[src/hw/rtl/usbcfg_pkg.sv]
// usbcfg_pkg: shared constants and types for the USB configuration descriptor parser.
// No dependencies; imported by usb_config_descriptor_parser.
`default_nettype none

package usbcfg_pkg;

    // Descriptor types
    localparam logic [7:0] DT_CONFIGURATION = 8'h02;
    localparam logic [7:0] DT_INTERFACE     = 8'h04;
    localparam logic [7:0] DT_ENDPOINT      = 8'h05;

    // HID boot mouse interface codes
    localparam logic [7:0] HID_CLASS          = 8'h03;
    localparam logic [7:0] HID_BOOT_SUBCLASS  = 8'h01;
    localparam logic [7:0] HID_MOUSE_PROTOCOL = 8'h02;

    // Endpoint attribute fields
    localparam logic [7:0] EP_DIR_IN         = 8'h80;
    localparam logic [7:0] EP_TYPE_MASK      = 8'h03;
    localparam logic [7:0] EP_TYPE_INTERRUPT = 8'h03;
    localparam logic [7:0] EP_NUM_MASK       = 8'h0F;

    // Minimum descriptor lengths
    localparam logic [7:0] MIN_DESC_LEN   = 8'd2;
    localparam logic [7:0] MIN_CONFIG_LEN = 8'd9;
    localparam logic [7:0] MIN_IFACE_LEN  = 8'd9;
    localparam logic [7:0] MIN_EP_LEN     = 8'd7;

    // Byte positions inside a descriptor
    localparam logic [7:0] POS_LENGTH     = 8'd0;
    localparam logic [7:0] POS_TYPE       = 8'd1;
    localparam logic [7:0] POS_CFG_VALUE  = 8'd5;
    localparam logic [7:0] POS_IF_NUMBER  = 8'd2;
    localparam logic [7:0] POS_IF_CLASS   = 8'd5;
    localparam logic [7:0] POS_IF_SUB     = 8'd6;
    localparam logic [7:0] POS_IF_PROTO   = 8'd7;
    localparam logic [7:0] POS_EP_ADDR    = 8'd2;
    localparam logic [7:0] POS_EP_ATTR    = 8'd3;
    localparam logic [7:0] POS_EP_MPS_LO  = 8'd4;
    localparam logic [7:0] POS_EP_MPS_HI  = 8'd5;
    localparam logic [7:0] POS_EP_INTERVL = 8'd6;

    localparam logic [15:0] SET_LENGTH_RESET = 16'd9;

    typedef enum logic [2:0] {
        ST_OK          = 3'd0,
        ST_LEN_SHORT   = 3'd1,
        ST_OVERRUN     = 3'd2,
        ST_SHORT_CFG   = 3'd3,
        ST_SHORT_IFACE = 3'd4,
        ST_SHORT_EP    = 3'd5
    } status_t;

endpackage

`default_nettype wire

[src/hw/rtl/usb_config_descriptor_parser.sv]
// usb_config_descriptor_parser: byte-serial walker of a USB configuration descriptor set.
// Depends on usbcfg_pkg (descriptor codes, status type).
`default_nettype none

// Takes one descriptor byte per beat and walks the sub-descriptor chain by
// the length bytes. Each byte goes into an input register; one short layer of
// logic checks lengths and captures fields, and any result lands in an output
// register. Throughput is one byte per clock while in_stall is low. A beat
// flagged first_byte clears all parse state and starts a new set. At most one
// result beat comes per set: at the first length error, or when the byte
// count reaches the set length. Bytes after that are dropped until the next
// first_byte. The input register keeps taking bytes while a result beat waits
// downstream; only a byte that would produce a second result holds in the
// input register, and then in_stall rises. The set length must be written
// through cfg_we/cfg_wdata only while the block is idle; the block itself
// does not enforce this.
module usb_config_descriptor_parser
    import usbcfg_pkg::*;
(
    input  wire logic        clk,
    input  wire logic        rst_n,
    // configuration
    input  wire logic        cfg_we,
    input  wire logic [15:0] cfg_wdata,
    // byte input channel
    input  wire logic        in_valid,
    output logic             in_stall,
    input  wire logic [7:0]  data_byte,
    input  wire logic        first_byte,
    // result channel
    output logic             out_valid,
    input  wire logic        out_stall,
    output logic [2:0]       parse_status,
    output logic [7:0]       config_value,
    output logic [7:0]       iface_number,
    output logic [7:0]       iface_class,
    output logic [7:0]       iface_subclass,
    output logic [7:0]       iface_protocol,
    output logic             mouse_found,
    output logic [3:0]       mouse_endpoint,
    output logic [15:0]      endpoint_max_packet,
    output logic [7:0]       endpoint_interval
);

    logic [15:0] set_len_reg;

    // input register
    logic        s1_valid_reg, s1_valid_next;
    logic [7:0]  s1_byte_reg;
    logic        s1_first_reg;

    // parse state
    logic [15:0] offset_reg, offset_next;
    logic [7:0]  pos_reg, pos_next;
    logic [7:0]  len_reg, len_next;
    logic [7:0]  type_reg, type_next;
    logic        halted_reg, halted_next;
    logic        mouse_reg, mouse_next;
    logic [7:0]  cfg_val_reg, cfg_val_next;
    logic [7:0]  if_num_reg, if_num_next;
    logic [7:0]  if_class_reg, if_class_next;
    logic [7:0]  if_sub_reg, if_sub_next;
    logic [7:0]  if_proto_reg, if_proto_next;
    // endpoint scratch: number, IN flag, interrupt flag, max packet
    logic [3:0]  ep_num_reg, ep_num_next;
    logic        ep_in_reg, ep_in_next;
    logic        ep_int_reg, ep_int_next;
    logic [15:0] ep_mps_reg, ep_mps_next;
    // recorded interrupt IN endpoint
    logic [3:0]  rec_num_reg, rec_num_next;
    logic [15:0] rec_mps_reg, rec_mps_next;
    logic [7:0]  rec_ivl_reg, rec_ivl_next;

    logic        result_now;
    status_t     status_now;
    logic        s1_go;
    logic        in_fire;

    // output register
    logic        out_valid_reg;
    status_t     out_status_reg;
    logic [7:0]  out_cfg_reg, out_ifn_reg, out_ifc_reg, out_ifs_reg, out_ifp_reg;
    logic        out_mouse_reg;
    logic [3:0]  out_epn_reg;
    logic [15:0] out_mps_reg;
    logic [7:0]  out_ivl_reg;

    // ---------------------------------------------------------------
    // Byte decode: all the parse work for the byte in the input register
    // ---------------------------------------------------------------
    always_comb
    begin
        logic        clr;
        logic        active;
        logic [16:0] end_sum;
        logic [8:0]  pos_inc;
        logic [15:0] off_inc;

        clr     = s1_first_reg;
        active  = clr || !halted_reg;
        end_sum = 17'd0;
        pos_inc = 9'd0;
        off_inc = 16'd0;

        // a first-byte beat starts from cleared state
        offset_next   = clr ? 16'd0 : offset_reg;
        pos_next      = clr ? 8'd0  : pos_reg;
        len_next      = clr ? 8'd0  : len_reg;
        type_next     = clr ? 8'd0  : type_reg;
        mouse_next    = clr ? 1'b0  : mouse_reg;
        cfg_val_next  = clr ? 8'd0  : cfg_val_reg;
        if_num_next   = clr ? 8'd0  : if_num_reg;
        if_class_next = clr ? 8'd0  : if_class_reg;
        if_sub_next   = clr ? 8'd0  : if_sub_reg;
        if_proto_next = clr ? 8'd0  : if_proto_reg;
        ep_num_next   = clr ? 4'd0  : ep_num_reg;
        ep_in_next    = clr ? 1'b0  : ep_in_reg;
        ep_int_next   = clr ? 1'b0  : ep_int_reg;
        ep_mps_next   = clr ? 16'd0 : ep_mps_reg;
        rec_num_next  = clr ? 4'd0  : rec_num_reg;
        rec_mps_next  = clr ? 16'd0 : rec_mps_reg;
        rec_ivl_next  = clr ? 8'd0  : rec_ivl_reg;
        halted_next   = clr ? 1'b0  : halted_reg;

        result_now = 1'b0;
        status_now = ST_OK;

        if (active)
        begin
            if (set_len_reg == 16'd0)
            begin
                // empty set: report at once, byte not parsed
                result_now = 1'b1;
            end
            else
            begin
                if (pos_next == POS_LENGTH)
                begin
                    len_next = s1_byte_reg;
                    end_sum  = {1'b0, offset_next} + {9'd0, s1_byte_reg};
                    if (s1_byte_reg < MIN_DESC_LEN)
                    begin
                        result_now = 1'b1;
                        status_now = ST_LEN_SHORT;
                    end
                    else if (end_sum > {1'b0, set_len_reg})
                    begin
                        result_now = 1'b1;
                        status_now = ST_OVERRUN;
                    end
                end
                else if (pos_next == POS_TYPE)
                begin
                    type_next = s1_byte_reg;
                    if (s1_byte_reg == DT_CONFIGURATION && len_next < MIN_CONFIG_LEN)
                    begin
                        result_now = 1'b1;
                        status_now = ST_SHORT_CFG;
                    end
                    else if (s1_byte_reg == DT_INTERFACE && len_next < MIN_IFACE_LEN)
                    begin
                        result_now = 1'b1;
                        status_now = ST_SHORT_IFACE;
                    end
                    else if (s1_byte_reg == DT_ENDPOINT && len_next < MIN_EP_LEN)
                    begin
                        result_now = 1'b1;
                        status_now = ST_SHORT_EP;
                    end
                end
                else if (type_next == DT_CONFIGURATION)
                begin
                    if (pos_next == POS_CFG_VALUE)
                        cfg_val_next = s1_byte_reg;
                end
                else if (type_next == DT_INTERFACE)
                begin
                    if (pos_next == POS_IF_NUMBER)
                        if_num_next = s1_byte_reg;
                    else if (pos_next == POS_IF_CLASS)
                        if_class_next = s1_byte_reg;
                    else if (pos_next == POS_IF_SUB)
                        if_sub_next = s1_byte_reg;
                    else if (pos_next == POS_IF_PROTO)
                    begin
                        if_proto_next = s1_byte_reg;
                        if (if_class_next == HID_CLASS && if_sub_next == HID_BOOT_SUBCLASS
                            && s1_byte_reg == HID_MOUSE_PROTOCOL)
                            mouse_next = 1'b1;
                    end
                end
                else if (type_next == DT_ENDPOINT)
                begin
                    if (pos_next == POS_EP_ADDR)
                    begin
                        ep_num_next = s1_byte_reg[3:0] & EP_NUM_MASK[3:0];
                        ep_in_next  = (s1_byte_reg & EP_DIR_IN) != 8'd0;
                        ep_int_next = 1'b0;
                        ep_mps_next = 16'd0;
                    end
                    else if (pos_next == POS_EP_ATTR)
                    begin
                        if ((s1_byte_reg & EP_TYPE_MASK) == EP_TYPE_INTERRUPT)
                            ep_int_next = 1'b1;
                    end
                    else if (pos_next == POS_EP_MPS_LO)
                        ep_mps_next = ep_mps_next | {8'd0, s1_byte_reg};
                    else if (pos_next == POS_EP_MPS_HI)
                        ep_mps_next = ep_mps_next | {s1_byte_reg, 8'd0};
                    else if (pos_next == POS_EP_INTERVL)
                    begin
                        if (mouse_next && ep_in_next && ep_int_next)
                        begin
                            rec_num_next = ep_num_next;
                            rec_mps_next = ep_mps_next;
                            rec_ivl_next = s1_byte_reg;
                        end
                    end
                end

                if (!result_now)
                begin
                    pos_inc     = {1'b0, pos_next} + 9'd1;
                    pos_next    = (pos_inc >= {1'b0, len_next}) ? 8'd0 : pos_inc[7:0];
                    off_inc     = offset_next + 16'd1;
                    offset_next = off_inc;
                    if (off_inc >= set_len_reg)
                        result_now = 1'b1;
                end
            end

            if (result_now)
                halted_next = 1'b1;
        end
    end

    // ---------------------------------------------------------------
    // Handshake: the input register only holds when its byte would
    // produce a result and the output register is still blocked.
    // ---------------------------------------------------------------
    assign s1_go    = s1_valid_reg && (!result_now || !out_valid_reg || !out_stall);
    assign in_stall = s1_valid_reg && !s1_go;
    assign in_fire  = in_valid && !in_stall;

    always_comb
    begin
        if (in_fire)
            s1_valid_next = 1'b1;
        else if (s1_go)
            s1_valid_next = 1'b0;
        else
            s1_valid_next = s1_valid_reg;
    end

    always_ff @(posedge clk or negedge rst_n)
    begin
        if (!rst_n)
        begin
            set_len_reg      <= SET_LENGTH_RESET;
            s1_valid_reg     <= 1'b0;
            halted_reg       <= 1'b1;
            offset_reg       <= 16'd0;
            pos_reg          <= 8'd0;
            len_reg          <= 8'd0;
            type_reg         <= 8'd0;
            mouse_reg        <= 1'b0;
            cfg_val_reg      <= 8'd0;
            if_num_reg       <= 8'd0;
            if_class_reg     <= 8'd0;
            if_sub_reg       <= 8'd0;
            if_proto_reg     <= 8'd0;
            ep_num_reg       <= 4'd0;
            ep_in_reg        <= 1'b0;
            ep_int_reg       <= 1'b0;
            ep_mps_reg       <= 16'd0;
            rec_num_reg      <= 4'd0;
            rec_mps_reg      <= 16'd0;
            rec_ivl_reg      <= 8'd0;
            out_valid_reg    <= 1'b0;
        end
        else
        begin
            if (cfg_we)
                set_len_reg <= cfg_wdata;

            s1_valid_reg <= s1_valid_next;

            if (s1_go)
            begin
                halted_reg   <= halted_next;
                offset_reg   <= offset_next;
                pos_reg      <= pos_next;
                len_reg      <= len_next;
                type_reg     <= type_next;
                mouse_reg    <= mouse_next;
                cfg_val_reg  <= cfg_val_next;
                if_num_reg   <= if_num_next;
                if_class_reg <= if_class_next;
                if_sub_reg   <= if_sub_next;
                if_proto_reg <= if_proto_next;
                ep_num_reg   <= ep_num_next;
                ep_in_reg    <= ep_in_next;
                ep_int_reg   <= ep_int_next;
                ep_mps_reg   <= ep_mps_next;
                rec_num_reg  <= rec_num_next;
                rec_mps_reg  <= rec_mps_next;
                rec_ivl_reg  <= rec_ivl_next;
            end

            if (s1_go && result_now)
                out_valid_reg <= 1'b1;
            else if (!out_stall)
                out_valid_reg <= 1'b0;
        end
    end

    // input and result payload registers, no reset needed
    always_ff @(posedge clk)
    begin
        if (in_fire)
        begin
            s1_byte_reg  <= data_byte;
            s1_first_reg <= first_byte;
        end
        if (s1_go && result_now)
        begin
            out_status_reg <= status_now;
            out_cfg_reg    <= cfg_val_next;
            out_ifn_reg    <= if_num_next;
            out_ifc_reg    <= if_class_next;
            out_ifs_reg    <= if_sub_next;
            out_ifp_reg    <= if_proto_next;
            out_mouse_reg  <= mouse_next;
            out_epn_reg    <= rec_num_next;
            out_mps_reg    <= rec_mps_next;
            out_ivl_reg    <= rec_ivl_next;
        end
    end

    assign out_valid           = out_valid_reg;
    assign parse_status        = out_status_reg;
    assign config_value        = out_cfg_reg;
    assign iface_number        = out_ifn_reg;
    assign iface_class         = out_ifc_reg;
    assign iface_subclass      = out_ifs_reg;
    assign iface_protocol      = out_ifp_reg;
    assign mouse_found         = out_mouse_reg;
    assign mouse_endpoint      = out_epn_reg;
    assign endpoint_max_packet = out_mps_reg;
    assign endpoint_interval   = out_ivl_reg;

    // ---------------------------------------------------------------
    // Assertions
    // ---------------------------------------------------------------

    // a byte seen while halted without a first-byte mark never reports
    a_halted_silent: assert property (@(posedge clk) disable iff (!rst_n)
        (s1_valid_reg && halted_reg && !s1_first_reg) |-> !result_now)
        else $error("result produced from a halted parser");

    // every reported result halts the parser
    a_result_halts: assert property (@(posedge clk) disable iff (!rst_n)
        (s1_go && result_now) |=> halted_reg)
        else $error("parser not halted after result");

    // input only holds back while a result waits downstream
    a_stall_cause: assert property (@(posedge clk) disable iff (!rst_n)
        in_stall |-> (out_valid_reg && out_stall))
        else $error("input stalled without a blocked result");

    // position inside a descriptor stays below its length
    a_pos_in_desc: assert property (@(posedge clk) disable iff (!rst_n)
        (pos_reg != 8'd0) |-> (pos_reg < len_reg))
        else $error("descriptor position past descriptor length");

endmodule

`default_nettype wire

[config.mk]
export PLATFORM = sky130hd
export DESIGN_NAME = usb_config_descriptor_parser
export DESIGN_NICKNAME = d
export VERILOG_FILES = /design/src/hw/rtl/usbcfg_pkg.sv /design/src/hw/rtl/usb_config_descriptor_parser.sv
export SDC_FILE = /design/constraint.sdc
export NUM_CORES = 1
export LEC_CHECK = 0
export ABC_CLOCK_PERIOD_IN_PS = 9000
export BUFFER_PORTS_ARGS = -buffer_cell sky130_fd_sc_hd__buf_2
export CAP_MARGIN = 30
export CORE_MARGIN = 2
export CORE_UTILIZATION = 40
export CTS_CLUSTER_DIAMETER = 40
export DETAILED_ROUTE_END_ITERATION = 6
export HOLD_SLACK_MARGIN = 0.12
export RECOVER_POWER = 100
export SLEW_MARGIN = 20
export SYNTH_ARGS = -nofsm -noshare
export SYNTH_HDL_FRONTEND = slang
export SYNTH_SLANG_ARGS = --single-unit
export TNS_END_PERCENT = 1
[constraint.sdc]
create_clock -name clk -period 9 [get_ports clk]
set_clock_uncertainty 0.05 [all_clocks]
set_input_delay 1.8 -clock clk [delete_from_list [all_inputs] [get_ports clk]]
set_output_delay 1.8 -clock clk [all_outputs]
set_load 0.03 [all_outputs]
* Word-level counts from Yosys, hierarchy flattened
Cells that the tools add are included.
** Word-level totals
- Register bits after elaboration :: 231
- Input port bits :: 30
- Output and inout bits :: 74
- Logic and storage cells :: 274
** Operators by class
- Add/subtract/negate cells :: 3
- Order comparisons :: 6
- Equal/unequal tests :: 17
- Mux-type cells :: 188
- Bitwise gates (word level) :: 3
- Reductions and logical operators :: 24
** Operators by type and width (count)
- two-way mux 8 bit :: 75
- two-way mux 16 bit :: 30
- two-way mux 4 bit :: 23
- equality test 8 x 3 -> 1 bit, second input constant :: 8
- two-way mux 1 bit :: 53
- equality test 8 x 2 -> 1 bit, second input constant :: 5
- adder 16 x 8 -> 17 bit :: 1
- greater-than comparator 17 x 16 -> 1 bit :: 1
- adder 16 x 1 -> 16 bit, second input constant :: 1
- equality test 8 x 1 -> 1 bit, second input constant :: 2
- >= comparator 16 bit :: 1
- logical NOT 16 bit :: 1
- OR 16 bit :: 1
- OR 16 x 8 -> 16 bit :: 1
- two-way mux 3 bit :: 5
- logical AND 1 bit :: 11
- adder 8 x 1 -> 9 bit, second input constant :: 1
- >= comparator 9 x 8 -> 1 bit :: 1
- logical NOT 8 bit :: 1
- less-than comparator 8 x 2 -> 1 bit, second input constant :: 1
- less-than comparator 8 x 3 -> 1 bit, second input constant :: 1
- less-than comparator 8 x 4 -> 1 bit, second input constant :: 1
- logical NOT 1 bit :: 6
- two-way mux 2 bit :: 2
- other kinds (6) :: 8

* Depth between registers and ports, before layout
Gate-level depths: netlist of the first run.
- Depth in word-level cells :: 23
- Gate-level depth with buffers :: 29
- Mapped depth without buffers :: 21

* Least setup slack after synthesis of the first run
No wires, ideal clock.
- Path type :: register -> register
- From :: register s1_first_reg
- To :: register out_cfg_reg[0] (netlist: config_value[0]), enable pin
- Library setup time :: 0.502 ns
- Data arrival time :: 8.458 ns
- Data required time :: 8.448 ns
- Path slack :: -0.010 ns
- Cell stages (with the launch flop) :: 27
- Path buffers :: 8
- Period minus slack after synthesis :: 9.010 ns
- Cells stage by stage :: edfxtp_1 > buf_2 > buf_2 > buf_1 > buf_1 > clkbuf_1 > nor2b_1 > ha_1 > a21o_1 > maj3_1 > maj3_1 > a22oi_1 > o211ai_1 > nand3_1 > xnor2_1 > ha_1 > a21o_1 > a211oi_1 > o21ai_0 > a211o_1 > nand3_1 > and4_4 > buf_6 > o21ai_1 > buf_2 > buf_2 > nor2_1
** Between the ends
- Word-level cells in the longest chain between the ends :: 19
- Elaborated cells between the ends (all ways) :: 34
- Those cells by class :: add/sub (2); order compare (4); eq/ne (1); mux (17); reduce/logical (10)
** Ends and longest elaborated chain
- start: declaration :: RTL line usb_config_descriptor_parser.sv:50 : logic s1_first_reg;
- start signal: assignment :: RTL line usb_config_descriptor_parser.sv:323 : s1_first_reg <= first_byte;
- branches (longest 13 deep; another with adder 16 x 8 -> 17 bit)
- two-way mux 1 bit (*) :: RTL line usb_config_descriptor_parser.sv:128 : if (active)
- logical NOT 1 bit :: RTL line usb_config_descriptor_parser.sv:241 : assign s1_go = s1_valid_reg && (!result_now || !out_valid_reg || !out_stall);
- logical OR 1 bit (2 in series) :: RTL line usb_config_descriptor_parser.sv:241
- logical AND 1 bit :: RTL line usb_config_descriptor_parser.sv:241
- logical AND 1 bit (*) :: RTL line usb_config_descriptor_parser.sv:325 : if (s1_go && result_now)
- end signal: assignment :: RTL line usb_config_descriptor_parser.sv:328 : out_cfg_reg <= cfg_val_next;
- end: declaration :: RTL line usb_config_descriptor_parser.sv:82 : logic [7:0] out_cfg_reg, out_ifn_reg, out_ifc_reg, out_ifs_reg, out_ifp_reg;
Every way passes the cells marked *. The select of a mux whose other input is x is not followed.
A chain may end at the register's enable or synchronous reset.

* Final worst setup path of the first run
- From :: register s1_first_reg
- To :: output in_stall
** Between the ends
- Word-level cells in the longest chain between the ends :: 20
- Elaborated cells between the ends (all ways) :: 35
- Those cells by class :: add/sub (2); order compare (4); eq/ne (1); mux (17); reduce/logical (11)
** Ends and longest elaborated chain
- branches (longest 13 deep; another with adder 16 x 8 -> 17 bit)
- two-way mux 1 bit (*) :: RTL line usb_config_descriptor_parser.sv:128
- logical NOT 1 bit (*) :: RTL line usb_config_descriptor_parser.sv:241
- logical OR 1 bit (*) (2 in series) :: RTL line usb_config_descriptor_parser.sv:241
- logical AND 1 bit (*) :: RTL line usb_config_descriptor_parser.sv:241
- logical NOT 1 bit (*) :: RTL line usb_config_descriptor_parser.sv:242 : assign in_stall = s1_valid_reg && !s1_go;
- logical AND 1 bit (*) :: RTL line usb_config_descriptor_parser.sv:242
- end: declaration :: RTL line usb_config_descriptor_parser.sv:27 : output logic in_stall,
Marked as above.

==> results of run 1 <==
-- per-stage QoR --
stage / cell area [um^2] / setup slack, ns / hold WS (ns)
final: 14000 / 1.31 / 0.437
after global routing: 14000 / 0.835 / 0.453
after CTS: 14200 / 1.61 / 0.436
after detailed placement: 13100 / 2.17 / 0.417
after global placement: 13100 / 2.22 / 0.409
after floorplan: 12200 / 1.20 / 0.396
-- cell families after synthesis --
group,after synthesis,synth area share (%)
buffers and inverters,100,3.71
muxes,45,4.82
adders and majority gates,53,5.42
DFF,231,50.6
AOI/OAI and AO/OA,304,16.4
xor gates and xnor gates,37,2.65
and+or+nand+nor,425,16.4
-- final cells by class --
type	instances	area, um^2	share of cell area, %
flip-flops and latches	231	6190	44.3
inverters	30	113	0.806
multi-input cells	864	5510	39.5
clock inverters	20	190	1.36
clock buffers	43	947	6.78
well taps	396	495	3.55
repair buffers	122	522	3.73
-- synth_stat cells, types with 8 or more instances --
master	instances
sky130_fd_sc_hd__o2bb2ai_1	12
sky130_fd_sc_hd__nor4_1	19
sky130_fd_sc_hd__o21ai_1	9
sky130_fd_sc_hd__mux2_2	15
sky130_fd_sc_hd__nand2b_1	8
sky130_fd_sc_hd__and2_1	16
sky130_fd_sc_hd__mux2_4	24
sky130_fd_sc_hd__buf_2	17
sky130_fd_sc_hd__ha_1	49
sky130_fd_sc_hd__nor3_1	10
sky130_fd_sc_hd__nor2b_1	14
sky130_fd_sc_hd__o21ai_0	89
sky130_fd_sc_hd__inv_1	28
sky130_fd_sc_hd__nor2_1	91
sky130_fd_sc_hd__nand4_1	18
sky130_fd_sc_hd__xnor2_1	20
sky130_fd_sc_hd__a22o_1	37
sky130_fd_sc_hd__dfrtp_1	147
sky130_fd_sc_hd__a32o_1	11
sky130_fd_sc_hd__nand3_1	30
sky130_fd_sc_hd__a21oi_1	65
sky130_fd_sc_hd__xor2_1	17
sky130_fd_sc_hd__a31oi_1	23
sky130_fd_sc_hd__and3_1	14
sky130_fd_sc_hd__edfxtp_1	81
sky130_fd_sc_hd__nand2_1	174
sky130_fd_sc_hd__a21o_1	13
sky130_fd_sc_hd__clkbuf_1	39
-- layer usage --
layer / vias to the layer above / global-route usage [%] / share of wire [%]
li1: 4510 / - / -
met1: 4580 / 29.9 / 47
met2: 304 / 30.3 / 44
met3: 56 / 3.35 / 5.9
met4: 0 / 6.33 / 2.7
met5: - / 0 / 0
-- power groups by stage --
stage	combinational, mW	sequential, mW	clock, mW
after global placement	0.431	1.21	0
after global routing	0.482	1.20	1.39
final	0.432	1.20	1.31
after CTS	0.439	1.19	1.34
after floorplan	0.321	1.19	0
after detailed placement	0.437	1.21	0
-- how the worst min path moves through the flow --
stage | cells after the start | to | startpoint
finish | 2 | cfg_val_reg[3] | cfg_val_reg[3]
global route | 1 | type_reg[6] | type_reg[6]
CTS | 2 | cfg_val_reg[3] | cfg_val_reg[3]
detailed placement | 2 | cfg_val_reg[3] | cfg_val_reg[3]
global placement | 2 | if_num_reg[6] | if_num_reg[6]
floorplan | 2 | cfg_val_reg[3] | cfg_val_reg[3]
-- critical path, stage by stage (launching register included) --
cell and delay (ns):
sky130_fd_sc_hd__edfxtp_1 0.34, sky130_fd_sc_hd__buf_4 0.46, sky130_fd_sc_hd__nor2b_1 0.18, sky130_fd_sc_hd__ha_1 0.25, sky130_fd_sc_hd__fa_1 0.45, sky130_fd_sc_hd__maj3_1 0.37, sky130_fd_sc_hd__nand2_1 0.11, sky130_fd_sc_hd__a31oi_1 0.08
sky130_fd_sc_hd__o21ai_0 0.37, sky130_fd_sc_hd__a31oi_1 0.25, sky130_fd_sc_hd__nand3_1 0.16, sky130_fd_sc_hd__xor2_1 0.16, sky130_fd_sc_hd__nor2_1 0.06, sky130_fd_sc_hd__ha_1 0.31, sky130_fd_sc_hd__nand3_1 0.10, sky130_fd_sc_hd__nor2_1 0.14
sky130_fd_sc_hd__and4_1 0.22, sky130_fd_sc_hd__a211o_1 0.14, sky130_fd_sc_hd__nand3_1 0.12, sky130_fd_sc_hd__and4_1 0.39, sky130_fd_sc_hd__nor3_1 0.31, sky130_fd_sc_hd__clkbuf_1 0.34
-- placed cells by master (no fill, tap or decap), types with 10 or more instances in the layout --
| cell type | Yosys | final |
|---|---|---|
| sky130_fd_sc_hd__a21o_1 | 13 | 13 |
| sky130_fd_sc_hd__a21oi_1 | 65 | 65 |
| sky130_fd_sc_hd__o21ai_0 | 89 | 94 |
| sky130_fd_sc_hd__edfxtp_1 | 81 | 81 |
| sky130_fd_sc_hd__buf_2 | 17 | 24 |
| sky130_fd_sc_hd__clkbuf_1 | 39 | 92 |
| sky130_fd_sc_hd__nor3_1 | 10 | 10 |
| sky130_fd_sc_hd__nor2_1 | 91 | 90 |
| sky130_fd_sc_hd__nor4_1 | 19 | 18 |
| sky130_fd_sc_hd__ha_1 | 49 | 49 |
| sky130_fd_sc_hd__nand4_1 | 18 | 18 |
| sky130_fd_sc_hd__a31oi_1 | 23 | 23 |
| sky130_fd_sc_hd__xor2_1 | 17 | 17 |
| sky130_fd_sc_hd__mux2_2 | 15 | 15 |
| sky130_fd_sc_hd__nor2b_1 | 14 | 14 |
| sky130_fd_sc_hd__o2bb2ai_1 | 12 | 12 |
| sky130_fd_sc_hd__nand2_1 | 174 | 174 |
| sky130_fd_sc_hd__and3_1 | 14 | 14 |
| sky130_fd_sc_hd__nand3_1 | 30 | 30 |
| sky130_fd_sc_hd__a22o_1 | 37 | 37 |
| sky130_fd_sc_hd__mux2_1 | 0 | 24 |
| sky130_fd_sc_hd__xnor2_1 | 20 | 20 |
| sky130_fd_sc_hd__dfrtp_1 | 147 | 147 |
| sky130_fd_sc_hd__a32o_1 | 11 | 11 |
| sky130_fd_sc_hd__clkbuf_16 | 0 | 36 |
| sky130_fd_sc_hd__and2_1 | 16 | 12 |
| sky130_fd_sc_hd__inv_1 | 28 | 29 |
==> results.md, run 1 <==
- The die height is 179 um.
- Summed over all nets, the half-perimeter wirelength after detailed placement is 21.5 mm.
- The number of setup buffers added after CTS is 0.
- The clock root buffer is sky130_fd_sc_hd__clkbuf_16.
- The number of warnings issued by yosys is 0.
- The number of iterations in the first detailed-routing pass is 6.
- The headroom to the max-slew limit is -218%.
- The CTS tree is built.
- The floorplan step defined a core boundary enclosing 0.0303 mm^2.
- The arrival time reported for the critical path endpoint is roughly 5.8 ns.
- The sequential group share of total power is between 40 and 50%.
- Based on the critical path, the design can be clocked at up to 0.130 GHz.
- The total global routing overflow is 0.
- Entering global routing, the biggest net connects 87 pins.
- The total clock sinks is 231.
- The overall track demand over capacity in global routing is 20.3%.
- For the final routed database, the setup TNS stands at 0 ns.
- For this run, the share of the core covered by cells in the final layout is a little under half.
- Combinational logic is responsible for 14.7% of the overall power.
- The endpoint of the lowest-slack register-to-register path is len_reg[0].
- Dividing the synthesized area by the synthesized cell count gives approximately 10 um^2.
- STA classifies the critical path endpoint as an output port.
- Once detail routing completed, the nets flagged for antenna violations numbered 0.
- The switching part of the total power is 28.3%.
- The number of H-tree branching levels is 2.
- The fill cell total of the finished layout is 2867.
- The detailed router placed ~9500 vias in this run.
- The startpoint of the most critical setup path is s1_first_reg.
- Max-cap violations in this run came to 5.
- Following the worst setup path forward leads to its endpoint at in_stall.
- Counting I/O delays and the setup requirement, the final critical path takes 7.69 ns.
- The clock transition at the register clock pins on the worst setup and hold paths after CTS is 0.06 ns.
- The final period utilization is between 80% and 90%.
- The count of buffers added on input and output ports is 103.
- The number of buffers inserted for hold repair after clock tree synthesis is 0.
- Including well taps, the total number of placed cells is 1642.
- The total count of max-transition violations in the final report is 338.
- The area of the die is around 0.032 mm^2.
- The final weighted congestion in routability-driven placement is between 0.9 and 1.
- The area of the mapped netlist is 0.0122 mm^2.
- The number of antenna violations at the first check in global routing is 0.
- The worst setup path is launched from a register.
- For the pin with the worst max-slew slack, the measured transition is 4.77 ns.
- The type of the worst setup path is register to output port.
- Synthesis produced 1195 cells.
- The number of buffers created by CTS is 35.
- The final number of hold-violating endpoints is 0.
- The first-pass GRT wire length is 50.7 mm.
- Counting flops with a built-in enable in the synthesized netlist gives 81.
- Cell internal power was estimated by the tool at approximately 2.1 mW.
- The cell taking the most area after synthesis is sky130_fd_sc_hd__dfrtp_1.
- Of the total power, the clock network draws 44.7%.
- The run finished, with violations left.
- The area fraction of the dominant cell type after synthesis is 30.1%.
- Power spread over the standard cell area amounts to 211 mW/mm^2.
- The remaining routing DRC violations is 0.
- 0 antenna diodes ended up in the layout.
- The flop and latch count out of synthesis is roughly 230.
- The setup-violating endpoint count in the final report is 0.
- In this run the critical register-to-register path is launched from s1_first_reg.
- The via count of the first global-routing pass is 9061.
- The net switching power figure is roughly 830 uW.
- In this run, post-CTS repair resized a total of 0 instances.
- The floorplan row count is 64.
- Summed over all cells, the static leakage comes to about 5.7 nW.
- In this run the worst hold path is classified as register to register.
- The die is 179 um wide.
- The deepest clock path buffer count is 3.
- The number of non-filler instances in the completed layout is 1706.
- Using the TritonRoute via totals, the vias-per-cell ratio works out to 5.54.
- The initial utilization of the core area, before any placement, comes to 40.3%.
- The final reports fail on max-capacitance violations, max-slew violations.
- The total power draw is roughly 2.9 mW.
- The worst endpoint required time is 7.15 ns.
- Setup repair after global routing left no endpoint under its margin.
- In the synthesized netlist the async set-or-reset flop fraction comes to 64.9%.
- Of the cells placed in the final design, the portion with a size suffix greater than 1 is between 10% and 20%.
- The largest voltage drop on the vdd net is 0.0975 mV.
- In the final routed layout, each cell accounts on average for roughly 19 um.
- Sequential cells were found to cover a little over 50% of the synthesized design area.
- The net count after synthesis is 1275.
- The prevailing post-synth register cell is sky130_fd_sc_hd__dfrtp_1.
- The count of distinct cell types in the synthesized netlist is 72.
- The top fanout value on the critical path is 57.
- The register-to-register setup slack is 1.47 ns.
- The worst reg2reg path depth is 23.
- The initial detailed-routing violation count is slightly below 700.
- The final-stage net count is 1364.
- Clock latency on the worst-skew pair, taken at its later pin, is 0.51 ns.
- During I/O placement, the number of pins put on the boundary was 104.
- Compared with the post-synthesis result, the final layout area differs by 14.2%.
- Yosys attributes the largest share of cell area to sky130_fd_sc_hd__dfrtp_1 (30%), sky130_fd_sc_hd__edfxtp_1 (20%), sky130_fd_sc_hd__nand2_1 (5.3%).
- The final layout contains routed wiring with a total length of between 30 and 40 mm.
No activity file was read; power rests on OpenSTA's default activity.
==> inputs of run 2 (changes only) <==
CORE_UTILIZATION = 55   (was 40)
PLACE_DENSITY = 0.77   (was default)
==> results.md, run 2 (synthesis results as in run 1) <==
- The startpoint of the most critical setup path is s1_first_reg.
- The clock network latency to the later pin of the worst-skew pair is 0.57 ns (+0.06 ns).
- The signal on the critical path passes through buf_4 > nor2b_1 > ha_1 > a21o_1 > maj3_1 > maj3_1 > a22oi_1 > o211ai_1 > nand4_1 > xor2_1 > nor2_1 > ha_1 > nand3_1 > nor2_1 > a21boi_0 > a211o_1 > nand3_1 > and4_1 > nor3_1 > clkbuf_1.
- The total number of vias is 9525 (+0.79%).
- The arrival time reported for the critical path endpoint came to 5.73 ns (-0.11 ns).
- The number of antenna violations at the first check in global routing is 0 (unchanged).
- The setup slack after layout is 1.42 ns (+0.106 ns).
- The startpoint identified for the worst hold timing path is cfg_val_reg[3].
- The worst setup path is captured at an output port.
- The total negative slack for setup checks was 0 ns (unchanged).
- The per-cell via count in the routed design was 6.04 (+9.0%).
- The first-pass GRT wire length is 48.9 mm (-3.6%).
- The net switching power figure was 799 uW (-4.2%).
- The post-place instance area is 0.0129 mm^2 (-1.5%).
- The count of nets left with antenna violations after detail routing is 0 (unchanged).
- The number of max-cap violations came to 4 (-1).
- The overall die width was 153 um (-14%).
- The delay of the slowest critical-path stage is 0.42 ns (-0.04 ns).
- The final period utilization is 84.2% (-1.2 points).
- The cell with the biggest individual delay on the critical path is sky130_fd_sc_hd__maj3_1.
- The total count of max-transition violations in the final report was 258 (-24%).
- The worst hold slack is 0.432 ns (-0.00478 ns).
- The number of setup buffers added after CTS is 0 (unchanged).
- The number of buffers created by CTS came to 30 (-14%).
- The floorplan core area is 0.0218 mm^2 (-28%).
- The number of port buffers is 103 (unchanged).
- The CTS tree is built.
- The HPWL after detailed placement is 20.0 mm (-7.1%).
- The run finished, with violations left.
- The total clock sinks is 231 (unchanged).
- The number of buffers inserted for hold repair after clock tree synthesis is 0 (unchanged).
- The setup-violating endpoint count in the final report was 0 (unchanged).
- The fraction of final layout cells with drive strength greater than 1 is 9.24% (-0.98 points).
- The overall track demand over capacity in global routing is 25.7% (+5.4 points).
- The relative contribution of combinational cells to total power is 15.2% (+0.5 points).
- The final cell area excluding filler cells is 0.0136 mm^2 (-2.4%).
- The tree is rooted in a sky130_fd_sc_hd__clkbuf_16.
- The number of gates resized after CTS is 0 (unchanged).
- The top fanout value on the critical path is 33 (-42%).
- STA classifies the critical path startpoint as a register.
- The final number of hold-violating endpoints is 0 (unchanged).
- The starting density of the core is 56.1% (+16 points).
- The number of buffers and inverters on the critical path is 2 (unchanged).
- The final core utilization is 62.5% (+16 points).
- The floorplan row count is 54 (-16%).
- The worst hold path class is register to register.
- Leaving out fill and tap cells, the most frequent cells in the layout are sky130_fd_sc_hd__nand2_1 (174), sky130_fd_sc_hd__dfrtp_1 (147), sky130_fd_sc_hd__o21ai_0 (93), sky130_fd_sc_hd__clkbuf_1 (93), sky130_fd_sc_hd__nor2_1 (90).
- The achievable clock frequency is 0.132 GHz (+1.4%).
- The clock transition at the register clock pins on the worst setup and hold paths after CTS is 0.06 ns (about the same).
- The area of the die is 0.0235 mm^2 (-27%).
- The commonest non-fill, non-tap cell in the layout is sky130_fd_sc_hd__nand2_1.
- The time the worst path needs with I/O delays and setup is 7.58 ns (-0.106 ns).
- The total global routing overflow is 0 (unchanged).
- The leakage dissipation is 5.66 nW (-1.5%).
- The largest voltage drop on the vdd net was 0.174 mV (+79%).
- The routed wirelength normalized by instance count is 19.2 um (+2.3%).
- Setup repair after global routing left no endpoint under its margin.
- The antenna diode count was 0 (unchanged).
- The slew at the pin closest to its max-slew limit is 4.82 ns (+0.0546 ns).
- The number of iterations in the first detailed-routing pass is 5 (-1).
- The final reports fail on max-capacitance violations, max-slew violations.
- The total power divided by cell area came to 204 mW/mm^2 (-3.4%).
- The final-stage net count was 1354 (-0.73%).
- The sequential group share of total power came to 43.3% (+2.6 points).
- The final weighted congestion in routability-driven placement is 0.951 (+4.3%).
- The switching part of the total power is 28.8% (+0.43 points).
- The number of H-tree branching levels is 1 (-1).
- The fill cell total of the finished layout came to 1837 (-36%).
- The total internal power is 1.98 mW (-6.2%).
- The headroom to the max-slew limit was -221% (-3.6 points).
- The worst endpoint required time is 7.15 ns (about the same).
- The growth of design area from synthesis to finish is 11.5%.
- The deepest clock path buffer count is 3 (unchanged).
- The start of the worst register-to-register path is s1_first_reg.
- The overall routed net length is 30.3 mm (-5.4%).
- The number of top-level design ports is 104 (unchanged).
- The via count of the first global-routing pass is 9357 (+3.3%).
- The remaining routing DRC violations is 0 (unchanged).
- The cell family with the largest share of critical-path delay is simple AND/OR/NAND/NOR gates.
- The clock group share of total power was 41.5% (-3.2 points).
- The initial detailed-routing violation count is 906 (+32%).
- The die height came to 153 um (-14%).
- The critical path is of the register to output port type.
- The largest net degree at the start of global routing is 88 (+1.1%).
- The post-place setup slack came to 2.24 ns (+0.0689 ns).
run 2: path summary, 6_finish.rpt:
| kind | cells after the start | slack (ns) | end |
|---|---|---|---|
| worst max-delay path | 20 | 1.42 | in_stall |
| worst min-delay path | 2 | 0.43 | cfg_val_reg[3] |
| worst max register to register | 20 | 1.63 | len_reg[0] |
| worst min register to register | 2 | 0.43 | cfg_val_reg[3] |
| max in group asynchronous | 2 | 2.56 | if_class_reg[2] |
| min in group asynchronous | 1 | 2.91 | rec_mps_reg[12] |
run 2: per-stage QoR:
step                instances  total power [mW]
detailed placement       1519              1.64
global placement         1518              1.62
global route             1578              2.89
floorplan                1195              1.51
finish                   1578              2.78
CTS                      1575              2.79
run 2: final cells by class:
class                           count  area, um^2  share of cell area (%)
Sequential cell                   231        6190                    45.4
Multi-Input combinational cell    864        5500                    40.3
Clock buffer                       43         840                    6.16
Timing Repair Buffer              117         505                    3.71
Tap cell                          280         350                    2.57
Clock inverter                     13         143                    1.05
Inverter                           30         113                   0.826
run 2: power groups by stage:
stage	logic (mW)	registers [mW]	clock network (mW)
CTS	0.423	1.20	1.17
detailed placement	0.419	1.22	0
global route	0.466	1.21	1.21
global placement	0.409	1.22	0
finish	0.422	1.20	1.15
floorplan	0.321	1.19	0
run 2: metal layers:
metal	track usage (%)	wire (um)
met2	42.5	14300
met3	4.48	1970
met4	7.94	941
met1	34.9	13000
met5	0	0
run 2: tightest hold or removal path: stages, from the launching register on:
cell and delay [ns]:
sky130_fd_sc_hd__dfrtp_1 0.34, sky130_fd_sc_hd__nand2_1 0.05, sky130_fd_sc_hd__nand2_1 0.06
==> inputs of run 3 (changes only) <==
ABC_CLOCK_PERIOD_IN_PS = 6240   (was 9000)
clock period = 6.24 ns   (was 9 ns; I/O delays follow)
==> results.md, run 3 (synthesis results as in run 1) <==
- The number of max-cap violations is 1 (-3).
- The clock network latency to the later pin of the worst-skew pair came to 0.51 ns (-0.06 ns).
- The number of port buffers is 103 (unchanged).
- The achievable clock frequency is 0.166 GHz.
- The largest voltage drop on the vdd net is 0.193 mV (+11%).
- The relative contribution of combinational cells to total power came to 15.1% (about the same).
- The floorplan row count was 54 (unchanged).
- The CTS tree is built.
- The first-pass GRT wire length is 50.3 mm (+2.9%).
- The commonest non-fill, non-tap cell in the layout is sky130_fd_sc_hd__nand2_1.
- The HPWL after detailed placement is 20.5 mm (+2.9%).
- The final number of hold-violating endpoints is 0 (unchanged).
- The number of top-level design ports is 104 (unchanged).
- The final weighted congestion in routability-driven placement was 0.924 (-2.8%).
- The setup slack after layout was 0.198 ns (-1.22 ns).
- Leaving out fill and tap cells, the most frequent cells in the layout are sky130_fd_sc_hd__nand2_1 (174), sky130_fd_sc_hd__dfrtp_1 (147), sky130_fd_sc_hd__nor2_1 (88), sky130_fd_sc_hd__o21ai_0 (88), sky130_fd_sc_hd__edfxtp_1 (81).
- The largest net degree at the start of global routing is 106 (+20%).
- The number of H-tree branching levels is 2 (+1).
- The arrival time reported for the critical path endpoint is 4.74 ns (-0.99 ns).
- The sequential group share of total power was 40.3% (-3.0 points).
- The total global routing overflow came to 0 (unchanged).
- The total power divided by cell area is 302 mW/mm^2 (+48%).
- The switching part of the total power was 27.9% (-0.85 points).
- The total number of vias is 9795 (+2.8%).
- The number of antenna violations at the first check in global routing came to 0 (unchanged).
- The worst setup path is of the register to output port kind.
- The startpoint class of the critical path is a register.
- The total count of max-transition violations in the final report is 82 (-68%).
- The number of non-filler instances in the completed layout is 1604 (+1.6%).
- The antenna diode count is 0 (unchanged).
- The clock root buffer is sky130_fd_sc_hd__clkbuf_16.
- The number of placed instances, taps included is 1535 (+1.1%).
- The leakage dissipation was 5.94 nW (+4.9%).
- The overall die width was 153 um (unchanged).
- The global-route met3 utilization is 5.50% (+1.0 points).
- The slew at the pin closest to its max-slew limit is 2.06 ns (-2.77 ns).
- The endpoint type of the worst setup path is an output port.
- The layer flagged by global routing as most heavily used is met2.
- The top fanout value on the critical path is 24 (-27%).
- The area of the die is 0.0235 mm^2 (unchanged).
- The number of buffers inserted for hold repair after clock tree synthesis is 0 (unchanged).
- The routed wirelength normalized by instance count is 19.2 um (+0.17%).
- The setup-violating endpoint count in the final report is 0 (unchanged).
- The overall routed net length is 30.8 mm (+1.8%).
- The headroom to the max-slew limit is -37.1% (+180 points).
- The via count of the first global-routing pass is 9705 (+3.7%).
- The met1 track demand over resource is 35.3% (+0.35 points).
- The time the worst path needs with I/O delays and setup is 6.04 ns.
- The number of buffers created by CTS came to 34 (+13%).
- The worst hold slack is 0.436 ns (+0.00356 ns).
- The final period utilization is 96.8%.
- The total internal power is 3.08 mW (+56%).
- The total clock sinks came to 231 (unchanged).
- The number of iterations in the first detailed-routing pass is 5 (unchanged).
- The tightest min-delay check is of the register to register type.
- The fraction of final layout cells with drive strength greater than 1 is 15.1% (+5.9 points).
- The per-cell via count in the routed design is 6.11 (+1.2%).
- The deepest clock path buffer count is 3 (unchanged).
- The remaining routing DRC violations was 0 (unchanged).
- The final-stage net count was 1379 (+1.8%).
- The post-place instance area is 0.0130 mm^2 (+1.3%).
- The run finished, with violations left.
- The overall track demand over capacity in global routing is 26.4% (+0.75 points).
- The starting density of the core came to 56.1% (unchanged).
- The final reports fail on max-capacitance violations, max-slew violations.
- The net switching power figure is 1.19 mW (+50%).
- The clock transition at the register clock pins on the worst setup and hold paths after CTS was 0.06 ns (about the same).
- The met2 demand-to-capacity share in global routing is 42.9% (+0.40 points).
- The worst endpoint required time was 4.94 ns (-2.21 ns).
- The final cell area excluding filler cells was 0.0142 mm^2 (+4.0%).
- The count of nets left with antenna violations after detail routing is 0 (unchanged).
- The post-place setup slack is 0.476 ns (-1.77 ns).
- The die height is 153 um (unchanged).
- The final core utilization is 65.0% (+2.5 points).
- The area growth from synthesis to layout is 16.0%.
- The clock group share of total power is 44.7% (+3.2 points).
- The floorplan core area is 0.0218 mm^2 (unchanged).
- The initial detailed-routing violation count came to 980 (+8.2%).
[run 3: cell count changes in the layout (fill, tap and decap cells not counted), moves of 4 or more]
cell	change
sky130_fd_sc_hd__buf_4	+26
sky130_fd_sc_hd__mux2_1	-24
sky130_fd_sc_hd__mux2_4	+24
sky130_fd_sc_hd__clkbuf_1	-14
sky130_fd_sc_hd__clkbuf_16	+7
sky130_fd_sc_hd__o21ai_0	-5
sky130_fd_sc_hd__clkinv_1	+4
sky130_fd_sc_hd__nor2b_1	-4
[run 3: timing repair]
item	4_1_cts	5_1_grt
resized for setup	1	13
setup buffers	0	7
setup endpoints to repair	1	1
hold endpoints to repair	0	0
pin swaps	0	6
[run 3: layer usage]
layer  wire [um]  up-vias  share of wire [%]
met4        1180        0                3.8
met2       14400      410                 47
met3        2510       97                8.1
met5           0        -                  0
li1            -     4545                  -
met1       12700     4743                 41
[run 3: area by class of cell]
cell class	count	area, um^2
Fill cell	1730	7630
Sequential cell	231	6190
Multi-Input combinational cell	864	5690
Clock buffer	42	975
Timing Repair Buffer	138	697
Tap cell	280	350
Clock inverter	19	180
Inverter	30	113
[run 3: stage by stage]
step / setup TNS (ns) / total power, mW
global placement: 0 / 2.35
detailed placement: 0 / 2.37
floorplan: 0 / 2.19
global route: -0.0679 / 4.45
CTS: 0 / 4.29
finish: 0 / 4.28
[run 3: final timing paths]
path / slack, ns / endpoint / cells after the start / start
worst max-delay path: 0.20 / in_stall / 17 / s1_first_reg
worst min-delay path: 0.44 / cfg_val_reg[3] / 2 / cfg_val_reg[3]
worst max register to register: 0.61 / type_reg[5] / 20 / s1_first_reg
worst min register to register: 0.44 / cfg_val_reg[3] / 2 / cfg_val_reg[3]
max in group asynchronous: 1.58 / if_proto_reg[2] / 3 / rst_n
min in group asynchronous: 1.00 / rec_mps_reg[1] / 1 / rst_n
[run 3: power groups by stage]
stage | registers, mW | clock network [mW] | logic (mW)
final | 1.72 | 1.91 | 0.645
after detailed placement | 1.74 | 0 | 0.627
after global placement | 1.74 | 0 | 0.611
after global routing | 1.73 | 2.00 | 0.714
after floorplan | 1.72 | 0 | 0.471
after CTS | 1.72 | 1.94 | 0.633
[run 3: critical path: stages, from the launching register on]
cell and delay (ns):
sky130_fd_sc_hd__edfxtp_1 0.51, sky130_fd_sc_hd__buf_6 0.23, sky130_fd_sc_hd__nor2b_4 0.18, sky130_fd_sc_hd__and3_1 0.23, sky130_fd_sc_hd__and2_1 0.22, sky130_fd_sc_hd__nand4_1 0.18, sky130_fd_sc_hd__or4_1 0.52, sky130_fd_sc_hd__or3_1 0.34
sky130_fd_sc_hd__a21oi_1 0.26, sky130_fd_sc_hd__ha_1 0.30, sky130_fd_sc_hd__nand4_1 0.12, sky130_fd_sc_hd__a211oi_1 0.08, sky130_fd_sc_hd__a21oi_1 0.14, sky130_fd_sc_hd__o211ai_1 0.12, sky130_fd_sc_hd__a31oi_1 0.28, sky130_fd_sc_hd__and4_4 0.32
sky130_fd_sc_hd__nor3_4 0.05, sky130_fd_sc_hd__buf_6 0.14
